## src/hdl/deq_pkg.sv

```systemverilog
// Shared types and constants for the double-ended queue unit.
package deq_pkg;

  // Fixed field widths of the stream payload
  localparam int unsigned OPCODE_W = 3;
  localparam int unsigned VALUE_W  = 32;
  localparam int unsigned STATUS_W = 2;

  // Cells folded together in one registered reduction group
  localparam int unsigned GROUP_SIZE = 32;

  // Operation codes carried on the slave tuser
  localparam logic [OPCODE_W-1:0] OP_PUSH_FRONT = 3'd0;
  localparam logic [OPCODE_W-1:0] OP_PUSH_BACK  = 3'd1;
  localparam logic [OPCODE_W-1:0] OP_POP_FRONT  = 3'd2;
  localparam logic [OPCODE_W-1:0] OP_POP_BACK   = 3'd3;
  localparam logic [OPCODE_W-1:0] OP_QUERY      = 3'd4;
  localparam logic [OPCODE_W-1:0] OP_CONTAINS   = 3'd5;

  // Result status codes
  localparam logic [STATUS_W-1:0] STATUS_OK    = 2'd0;
  localparam logic [STATUS_W-1:0] STATUS_EMPTY = 2'd1;
  localparam logic [STATUS_W-1:0] STATUS_FULL  = 2'd2;

  // Control sequence of one operation
  typedef enum logic [1:0] {
    S_IDLE,
    S_GROUP,
    S_FOLD,
    S_OUT
  } state_t;

  // Shift and write commands broadcast to every cell
  typedef struct packed {
    logic push_front;
    logic push_back;
    logic pop_front;
    logic pop_back;
  } deq_cmd_t;

endpackage

```

## src/hdl/double_ended_queue_unit.sv

```systemverilog
// Top level of the double-ended queue: cell chain, control sequence and result register.
//
//  channel | direction | tdata                         | tuser
//  s_*     | in        | value                         | opcode
//  m_*     | out       | front, back, element count    | found, status
//
// Each operation runs through the control sequence in order: the transfer in updates the
// cell chain, S_GROUP folds match flags and tail entry per group of 32 cells, S_FOLD
// folds the groups into the result register, and S_OUT offers the result. One item
// is in flight; s_tready stays low until the result transfers out. rst is
// synchronous and empties the queue; entry contents are not cleared.
module double_ended_queue_unit #(
  parameter int unsigned DEPTH      = 16,
  parameter int unsigned DATA_WIDTH = 32,
  localparam int unsigned CNT_W     = $clog2(DEPTH + 1),
  localparam int unsigned OUT_BITS  = 2 * deq_pkg::VALUE_W + CNT_W,
  localparam int unsigned OUT_W     = ((OUT_BITS + 7) / 8) * 8
) (
  input  logic                                               clk,
  input  logic                                               rst,
  input  logic                                               s_tvalid,
  output logic                                               s_tready,
  input  logic [deq_pkg::VALUE_W-1:0]                        s_tdata,  // [31:0] value
  input  logic [deq_pkg::OPCODE_W-1:0]                       s_tuser,  // [2:0] opcode
  output logic                                               m_tvalid,
  input  logic                                               m_tready,
  output logic [OUT_W-1:0]  m_tdata,  // front_value, back_value, element_count, zero pad
  output logic [deq_pkg::STATUS_W:0]                         m_tuser   // [0] found, status
);
  import deq_pkg::*;

  state_t                 state;
  state_t                 state_next;
  logic [CNT_W-1:0]       count;
  logic [OPCODE_W-1:0]    op;
  logic [DATA_WIDTH-1:0]  key;
  logic [STATUS_W-1:0]    status;
  logic [VALUE_W-1:0]     front_value;
  logic [VALUE_W-1:0]     back_value;
  logic                   found;

  logic                   accept;
  logic                   full;
  logic                   empty;
  logic                   group_en;
  logic                   fold_en;
  deq_cmd_t               cmd;
  logic [DATA_WIDTH-1:0]  value_dw;

  logic [DATA_WIDTH-1:0]  cell_data [DEPTH];
  logic [DATA_WIDTH-1:0]  cell_tail [DEPTH];
  logic [DEPTH-1:0]       cell_valid;
  logic [DEPTH-1:0]       cell_match;
  logic                   any_match;
  logic [DATA_WIDTH-1:0]  back_data;

  assign accept   = s_tvalid && s_tready;
  assign full     = (count == CNT_W'(DEPTH));
  assign empty    = (count == '0);
  assign value_dw = DATA_WIDTH'(s_tdata);

  // Decode the broadcast command for the chain
  always_comb begin
    cmd.push_front = accept && (s_tuser == OP_PUSH_FRONT) && !full;
    cmd.push_back  = accept && (s_tuser == OP_PUSH_BACK) && !full;
    cmd.pop_front  = accept && (s_tuser == OP_POP_FRONT) && !empty;
    cmd.pop_back   = accept && (s_tuser == OP_POP_BACK) && !empty;
  end

  // Cell chain, front at index zero
  for (genvar i = 0; i < DEPTH; i++) begin : g_cell
    logic [DATA_WIDTH-1:0] left_data;
    logic                  left_valid;
    logic [DATA_WIDTH-1:0] right_data;
    logic                  right_valid;

    if (i == 0) begin : g_first
      assign left_data  = value_dw;
      assign left_valid = 1'b1;
    end else begin : g_inner_left
      assign left_data  = cell_data[i-1];
      assign left_valid = cell_valid[i-1];
    end

    if (i == DEPTH - 1) begin : g_last
      assign right_data  = '0;
      assign right_valid = 1'b0;
    end else begin : g_inner_right
      assign right_data  = cell_data[i+1];
      assign right_valid = cell_valid[i+1];
    end

    deq_cell #(
      .DATA_WIDTH (DATA_WIDTH)
    ) u_cell (
      .clk         (clk),
      .rst         (rst),
      .cmd         (cmd),
      .value       (value_dw),
      .key         (key),
      .left_data   (left_data),
      .left_valid  (left_valid),
      .right_data  (right_data),
      .right_valid (right_valid),
      .data        (cell_data[i]),
      .valid       (cell_valid[i]),
      .match       (cell_match[i]),
      .tail_data   (cell_tail[i])
    );
  end

  deq_reduce #(
    .DEPTH      (DEPTH),
    .DATA_WIDTH (DATA_WIDTH)
  ) u_reduce (
    .clk       (clk),
    .group_en  (group_en),
    .match     (cell_match),
    .tail_data (cell_tail),
    .any_match (any_match),
    .back_data (back_data)
  );

  // Next state
  always_comb begin
    state_next = state;
    case (state)
      S_IDLE:  if (s_tvalid) state_next = S_GROUP;
      S_GROUP: state_next = S_FOLD;
      S_FOLD:  state_next = S_OUT;
      S_OUT:   if (m_tready) state_next = S_IDLE;
      default: state_next = S_IDLE;
    endcase
  end

  // State outputs
  always_comb begin
    s_tready = 1'b0;
    m_tvalid = 1'b0;
    group_en = 1'b0;
    fold_en  = 1'b0;
    case (state)
      S_IDLE:  s_tready = 1'b1;
      S_GROUP: group_en = 1'b1;
      S_FOLD:  fold_en  = 1'b1;
      S_OUT:   m_tvalid = 1'b1;
      default: s_tready = 1'b0;
    endcase
  end

  always_ff @(posedge clk) begin
    if (rst) begin
      state <= S_IDLE;
    end else begin
      state <= state_next;
    end
  end

  // Track the element count
  always_ff @(posedge clk) begin
    if (rst) begin
      count <= '0;
    end else if (cmd.push_front || cmd.push_back) begin
      count <= count + 1'b1;
    end else if (cmd.pop_front || cmd.pop_back) begin
      count <= count - 1'b1;
    end
  end

  // Capture the operation and its status on transfer in
  always_ff @(posedge clk) begin
    if (accept) begin
      op  <= s_tuser;
      key <= value_dw;
      if ((s_tuser == OP_PUSH_FRONT || s_tuser == OP_PUSH_BACK) && full) begin
        status <= STATUS_FULL;
      end else if ((s_tuser == OP_POP_FRONT || s_tuser == OP_POP_BACK) && empty) begin
        status <= STATUS_EMPTY;
      end else begin
        status <= STATUS_OK;
      end
    end
  end

  // Register the result fields
  always_ff @(posedge clk) begin
    if (fold_en) begin
      front_value <= cell_valid[0] ? VALUE_W'(cell_data[0]) : '0;
      back_value  <= VALUE_W'(back_data);
      found       <= any_match && (op == OP_CONTAINS);
    end
  end

  assign m_tdata = OUT_W'({count, back_value, front_value});
  assign m_tuser = {status, found};

endmodule

```

## src/hdl/deq_cell.sv

```systemverilog
// One storage cell of the queue chain: holds an entry and shifts with its neighbors.
module deq_cell #(
  parameter int unsigned DATA_WIDTH = 32
) (
  input  logic                    clk,
  input  logic                    rst,
  input  deq_pkg::deq_cmd_t       cmd,
  input  logic [DATA_WIDTH-1:0]   value,
  input  logic [DATA_WIDTH-1:0]   key,
  input  logic [DATA_WIDTH-1:0]   left_data,
  input  logic                    left_valid,
  input  logic [DATA_WIDTH-1:0]   right_data,
  input  logic                    right_valid,
  output logic [DATA_WIDTH-1:0]   data,
  output logic                    valid,
  output logic                    match,
  output logic [DATA_WIDTH-1:0]   tail_data
);
  import deq_pkg::*;

  logic tail;

  assign tail      = valid && !right_valid;
  assign match     = valid && (data == key);
  assign tail_data = tail ? data : '0;

  // Occupancy: shift toward the back, shift toward the front, fill, or drop the tail
  always_ff @(posedge clk) begin
    if (rst) begin
      valid <= 1'b0;
    end else if (cmd.push_front) begin
      valid <= left_valid;
    end else if (cmd.pop_front) begin
      valid <= right_valid;
    end else if (cmd.push_back && !valid && left_valid) begin
      valid <= 1'b1;
    end else if (cmd.pop_back && tail) begin
      valid <= 1'b0;
    end
  end

  // Entry contents follow the same moves
  always_ff @(posedge clk) begin
    if (cmd.push_front) begin
      data <= left_data;
    end else if (cmd.pop_front) begin
      data <= right_data;
    end else if (cmd.push_back && !valid && left_valid) begin
      data <= value;
    end
  end

endmodule

```

## src/hdl/deq_reduce.sv

```systemverilog
// Two-level reduction of the cells' match flags and tail entry.
module deq_reduce #(
  parameter int unsigned DEPTH      = 16,
  parameter int unsigned DATA_WIDTH = 32
) (
  input  logic                  clk,
  input  logic                  group_en,
  input  logic [DEPTH-1:0]      match,
  input  logic [DATA_WIDTH-1:0] tail_data [DEPTH],
  output logic                  any_match,
  output logic [DATA_WIDTH-1:0] back_data
);
  import deq_pkg::*;

  localparam int unsigned NGRP = (DEPTH + GROUP_SIZE - 1) / GROUP_SIZE;

  logic [NGRP-1:0]       grp_match;
  logic [DATA_WIDTH-1:0] grp_back [NGRP];
  logic [NGRP-1:0]       grp_match_next;
  logic [DATA_WIDTH-1:0] grp_back_next [NGRP];

  // Fold each group of cells; only one cell holds the tail, so OR selects it
  always_comb begin
    for (int g = 0; g < NGRP; g++) begin
      grp_match_next[g] = 1'b0;
      grp_back_next[g]  = '0;
      for (int k = 0; k < GROUP_SIZE; k++) begin
        if (g * GROUP_SIZE + k < DEPTH) begin
          grp_match_next[g] = grp_match_next[g] | match[g * GROUP_SIZE + k];
          grp_back_next[g]  = grp_back_next[g] | tail_data[g * GROUP_SIZE + k];
        end
      end
    end
  end

  // Hold group results for the final fold
  always_ff @(posedge clk) begin
    if (group_en) begin
      grp_match <= grp_match_next;
      for (int g = 0; g < NGRP; g++) begin
        grp_back[g] <= grp_back_next[g];
      end
    end
  end

  // Fold the groups
  always_comb begin
    any_match = |grp_match;
    back_data = '0;
    for (int g = 0; g < NGRP; g++) begin
      back_data = back_data | grp_back[g];
    end
  end

endmodule

```

## config.mk

```make
export PLATFORM = sky130hd
export DESIGN_NAME = double_ended_queue_unit
export DESIGN_NICKNAME = d
export VERILOG_FILES = /design/src/hdl/deq_pkg.sv /design/src/hdl/double_ended_queue_unit.sv /design/src/hdl/deq_cell.sv /design/src/hdl/deq_reduce.sv
export SDC_FILE = /design/constraint.sdc
export NUM_CORES = 1
export LEC_CHECK = 0
export ABC_AREA = 0
export BUFFER_PORTS_ARGS = -buffer_cell sky130_fd_sc_hd__buf_2
export CELL_PAD_IN_SITES_DETAIL_PLACEMENT = 0
export CELL_PAD_IN_SITES_GLOBAL_PLACEMENT = 2
export CORE_UTILIZATION = 42
export DETAILED_ROUTE_END_ITERATION = 7
export HOLD_SLACK_MARGIN = 0.08
export MAX_ROUTING_LAYER = met4
export PLACE_DENSITY_LB_ADDON = 0.1
export SLEW_MARGIN = 20
export SYNTH_ARGS = -nofsm -noshare
export SYNTH_HDL_FRONTEND = slang
export SYNTH_HIERARCHICAL = 1
export SYNTH_SLANG_ARGS = --single-unit
```

## constraint.sdc

```tcl
create_clock -name clk -period 7.2 [get_ports clk]
set_clock_uncertainty 0.2 [all_clocks]
set_input_delay 2.16 -clock clk [delete_from_list [all_inputs] [get_ports clk]]
set_output_delay 2.16 -clock clk [all_outputs]
set_load 0.05 [all_outputs]
```

## Word-level counts from Yosys, hierarchy flattened

Memories as Yosys holds them, arrays and structs flattened. A register that Yosys moved wholly into a read port is not among the register bits.
Index checks and enable logic that the tools add are counted.

- Logic and storage cells: 388
- Register bits after elaboration: 606
- Memories kept: 1
- RAM bits: 32

- Reductions and logical operators: 149
- Equality and inequality tests: 26
- $add $sub $neg: 2
- Bitwise gates (word level): 30
- Multiplexer cells: 140

Memories:

| memory | depth | width | rd ports | clocked after memory_dff | write ports | RTL line | RTL |
|---|---|---|---|---|---|---|---|
| u_reduce.grp_back | 1 | 32 | 1 | 1 | 1 | deq_reduce.sv:18 | `logic [DATA_WIDTH-1:0] grp_back [NGRP];` |

Operator list:

| kind | number |
|---|---|
| $mux W32 | 64 |
| $eq A32 B32 Y1 | 16 |
| $or A32 B32 Y32 | 15 |
| $logic_and A1 B1 Y1 | 90 |
| $mux W1 | 71 |
| $reduce_bool A4 Y1 | 16 |
| $reduce_bool A3 Y1 | 16 |
| $logic_not A1 Y1 | 18 |
| $or A1 B1 Y1 | 15 |
| $mux W5 | 2 |
| $pmux W2 S4 | 1 |
| $eq A3 B2 Y1 const B | 2 |
| $add A5 B1 Y5 const B | 1 |
| $eq A5 B5 Y1 const B | 1 |
| $logic_not A5 Y1 | 1 |
| $sub A5 B1 Y5 const B | 1 |
| $eq A2 B2 Y1 const B | 2 |
| $logic_or A1 B1 Y1 | 4 |
| $mux W2 | 2 |
| $ne A2 B2 Y1 const B | 2 |
| $eq A3 B1 Y1 const B | 1 |
| $eq A3 B3 Y1 const B | 1 |
| $logic_not A3 Y1 | 1 |
| $eq A2 B1 Y1 const B | 1 |
| 3 further kinds | 3 |

## Depth between registers and ports, before layout

- Word-level depth: 18
- Gate-level depth with buffers: 11
- Gate-level depth less buffers: 10

## Modules after synthesis

The synthesis kept the hierarchy.

Modules (own cells, without submodules):

| module | seq. area each (µm²) | area each (µm²) | cells each | instances |
|---|---|---|---|---|
| deq_cell | 980.9 | 2253.4 | 229 | 16 |
| double_ended_queue_unit | 3203.1 | 3937.5 | 212 | 1 |
| deq_reduce | 991.0 | 2023.2 | 198 | 1 |

## Least setup slack after synthesis

No wires, ideal clock.

- Path kind: input to register
- Start point: in s_tuser[2] (netlist bit)
- End point: reg g_cell[0].u_cell.data[0], enable pin
- Required time: 6.532 ns
- Path slack: 0.634 ns
- Arrival: 5.898 ns
- Stages on the path: 7
- Cell sequence: nand3b_1 > nor2_1 > o21ai_2 > nor2_1 > buf_2 > nor2_1 > o21ai_0

RTL lines:

| element | RTL line | RTL |
|---|---|---|
| start: declaration | double_ended_queue_unit.sv:24 | `input logic [deq_pkg::OPCODE_W-1:0] s_tuser,` |
| end signal: assignment | deq_cell.sv:45 | `data <= left_data;` |
| end signal: assignment | deq_cell.sv:47 | `data <= right_data;` |
| end signal: assignment | deq_cell.sv:49 | `data <= value;` |
| end: declaration | deq_cell.sv:14 | `output logic [DATA_WIDTH-1:0] data,` |

==> flow_summary_export.csv <==
group,metric,value,unit
sta,worst_pin_slew,1.26,ns
worst_setup_path,path_max_fanout,79,
synthesis,async_reset_ff_frac,0,
detailed_routing,vias,32000,
job,cap_violations,0,
clock_tree,cts_buffer_depth,3,
global_routing,grt_start_max_net_pins,253,
clock_tree,ctsResizeCount,0,
detailed_routing,first_iter_violations,3764,
detailed_routing,wl_per_cell,29.4,um
floorplan,coreArea,98700,um^2
worst_setup_path,cpMostUsedCell,"buf_12",
global_routing,track_usage,0.324,
synthesis,synth-seq-cells,670,
synthesis,synth_area_leaders,"edfxtp_1, mux2i_1, xor2_1, and2_1, o21ai_0",
clock_tree,cts_sinks,670,
clock_tree,cts_tree,"built",
finish,final_common_cell,"edfxtp_1",
worst_setup_path,worstSetupPathType,"in2reg",
floorplan,chipWidth,318,um
sta,rsz0062_at_grt,"false",
worst_setup_path,path_buf_inv,3,
sta,finalHoldViolCount,0,
finish,drive_gt1_frac,0.0910,
finish,n_fill_cell,9400,
pwr,swShare,0.353,
detailed_routing,wl,162,mm
global_routing,antenna_found_initial,26,
sta,setup_violations,0,
clock_tree,hold_buffers,0,
worst_setup_path,path_cells,"buf_2 > and3b_1 > o211ai_1 > nor2_4 > buf_12 > buf_12 > mux2i_1 > o21ai_0",
detailed_routing,vias_per_cell,5.80,
floorplan,pin_count,116,
floorplan,dieArea,101000,um^2
synthesis,synthesis.area,42000,um^2
floorplan,die_y,318,um
pwr,ir_worst_vdd,0.187,mV
global_routing,gr-total-overflow,0,
worst_setup_path,slowest_delay,0.70,ns
finish,layout_common_cells,"edfxtp_1, nand2_1, and2_1",
detailed_routing,route.detailed.drc,0,
worst_setup_path,startpoint_type,"input pin",
synthesis,synth_edf_count,647,
floorplan,row_count,115,
worst_setup_path,cp_slowest_cell,"nor2_4",
clock_tree,clk_pin_slew_worst_paths,0.06,ns
worst_setup_path,end_kind,"register",
finish,seq_area,19900,um^2
synthesis,seq_area_frac_synth,0.473,
pwr,pwr-share-clk,0.325,
clock_tree,postCtsSetupRepairBufs,0,
synthesis,synth_area_per_cell,10.3,um^2
pwr,p_leak,14.9,nW
hold_path,hp-class,"reg2reg",
clock_tree,cts_root_buffer,"clkbuf_16",
sta,slew_headroom,0.155,
place,dp_hpwl,108,mm
pwr,internal_power,8.20,mW
worst_setup_path,cp.arrival,5.07,ns
synthesis,yosys.area.top_type,"edfxtp_1",
synthesis,yosysWarnings,6,
synthesis,synth_cell_type_count,41,
place,gp_congestion,0.927,
pwr,pwr-share-comb,0.235,
pwr,p_total,12.7,mW
pwr,p_switching,4.47,mW
sta,setup_tns,0,ns
worst_setup_path,crit_family,"simple AND/OR/NAND/NOR gates",
finish,syn_to_final_growth,11.5,%
detailed_routing,ant_nets,0,
floorplan,initial_core_util,0.426,
global_routing,first_global_vias,30600,
synthesis,synth_cells,4074,
clock_tree,clock_latency,0.67,ns
finish,finalNetCount,4204,
sta,slew_violations,0,
pwr,power_density,271,nW/um^2
status,status,"finished clean",
synthesis,synth_top_area_frac,0.462,
sta,final.min_clock_period,4.84,ns
sta,period_share,0.673,
clock_tree,cts_buffers,82,
detailed_routing,dr.pass1.iters,6,
worst_setup_path,worstPathRequired,7.43,ns
finish,multi_input_area,21300,um^2
global_routing,grt_pass1_wl,231,mm
pwr,seqPwrFrac,0.440,
synthesis,yosys_most_used_dff,"edfxtp_1",
place,io_buffers,112,
sta,fmax,0.206,GHz
clock_tree,h-tree-depth,3,
==> final cells by class <==
| type | instances | area share |
|---|---|---|
| Antenna cell | 12 | 0.000641 |
| Inverter | 22 | 0.00176 |
| Sequential cell | 670 | 0.425 |
| Multi-Input combinational cell | 3187 | 0.455 |
| Clock inverter | 34 | 0.00545 |
| Clock buffer | 113 | 0.0494 |
| Timing Repair Buffer | 193 | 0.0290 |
| Tap cell | 1287 | 0.0344 |
==> cell usage after synthesis, types with 8 or more instances <==
cell and count:
xor2_1 498, and2_1 529, mux2i_1 514, nor3_1 34, buf_4 53, buf_2 48, nand3_1 33, nor4_1 244
inv_1 22, clkbuf_1 131, nor3_2 16, nand4_1 49, and2b_1 16, edfxtp_1 647, o21ai_0 529, and2_2 16
nor2_1 25, nand2_1 547, dfxtp_1 23, ha_1 8, a21oi_1 50, xnor2_1 18
==> flip-flops by register name (all words and copies together), names as in the netlist <==
name	flops
back_value	32
found	1
key	32
status	2
u_reduce/grp_back	32
u_reduce/any_match	1
op	3
state	2
count	5
g_cell.u_cell/data	512
g_cell.u_cell/valid	16
front_value	32
==> layer usage <==
layer,global-route usage,part of all wire,wire length [um],vias up
li1,-,-,-,14700
met1,0.455,0.44,72000,15800
met2,0.484,0.45,72800,1308
met3,0.0524,0.081,13000,195
met4,0.0880,0.025,4090,0
met5,-,0,0,-
==> cells by family (layout without fill, tap and decap cells) <==
| family | after synthesis | after routing | synth area share |
|---|---|---|---|
| DFF | 670 | 670 | 0.473 |
| AOI/OAI and AO/OA | 589 | 589 | 0.0713 |
| adders and majority gates | 9 | 9 | 0.00286 |
| buffers and inverters | 254 | 362 | 0.0289 |
| and+or+nand+nor | 1519 | 1519 | 0.193 |
| other | 2 | 51 | 0.000179 |
| xor gates and xnor gates | 516 | 516 | 0.108 |
| muxes | 515 | 515 | 0.123 |
==> per-stage QoR <==
stage               cells  cell area (um^2)  setup slack, ns  hold slack [ns]  utilization
floorplan            4111             42200            0.634            0.200            -
global placement     5359             44200             1.76            0.200        0.448
detailed placement   5359             44200             1.75            0.205        0.448
CTS                  5506             46800             2.41            0.216        0.474
global route         5514             46800             2.24            0.215        0.474
finish               5518             46800             2.36            0.208        0.475
==> power by group through the flow <==
stage | combinational [mW] | clock [mW] | sequential, mW
after detailed placement | 2.95 | 0 | 5.64
after CTS | 2.96 | 4.19 | 5.57
after global placement | 2.93 | 0 | 5.65
after floorplan | 1.50 | 0 | 5.71
after global routing | 3.14 | 4.33 | 5.63
final | 2.98 | 4.12 | 5.58
==> worst paths after layout <==
| path | startpoint | end | slack [ns] | cells after the start |
|---|---|---|---|---|
| setup / recovery | s_tuser[2] | g_cell[12].u_cell/data[18]$_DFFE_PP_ | 2.36 | 8 |
| hold / removal | u_reduce/grp_back[0][17]$_DFFE_PP_ | back_value[17]$_DFFE_PP_ | 0.21 | 0 |
| setup reg to reg | state[0]$_SDFFE_PP0P_ | g_cell[12].u_cell/data[18]$_DFFE_PP_ | 3.16 | 9 |
| hold reg to reg | u_reduce/grp_back[0][17]$_DFFE_PP_ | back_value[17]$_DFFE_PP_ | 0.21 | 0 |
Power figures use the tool's default switching activity.
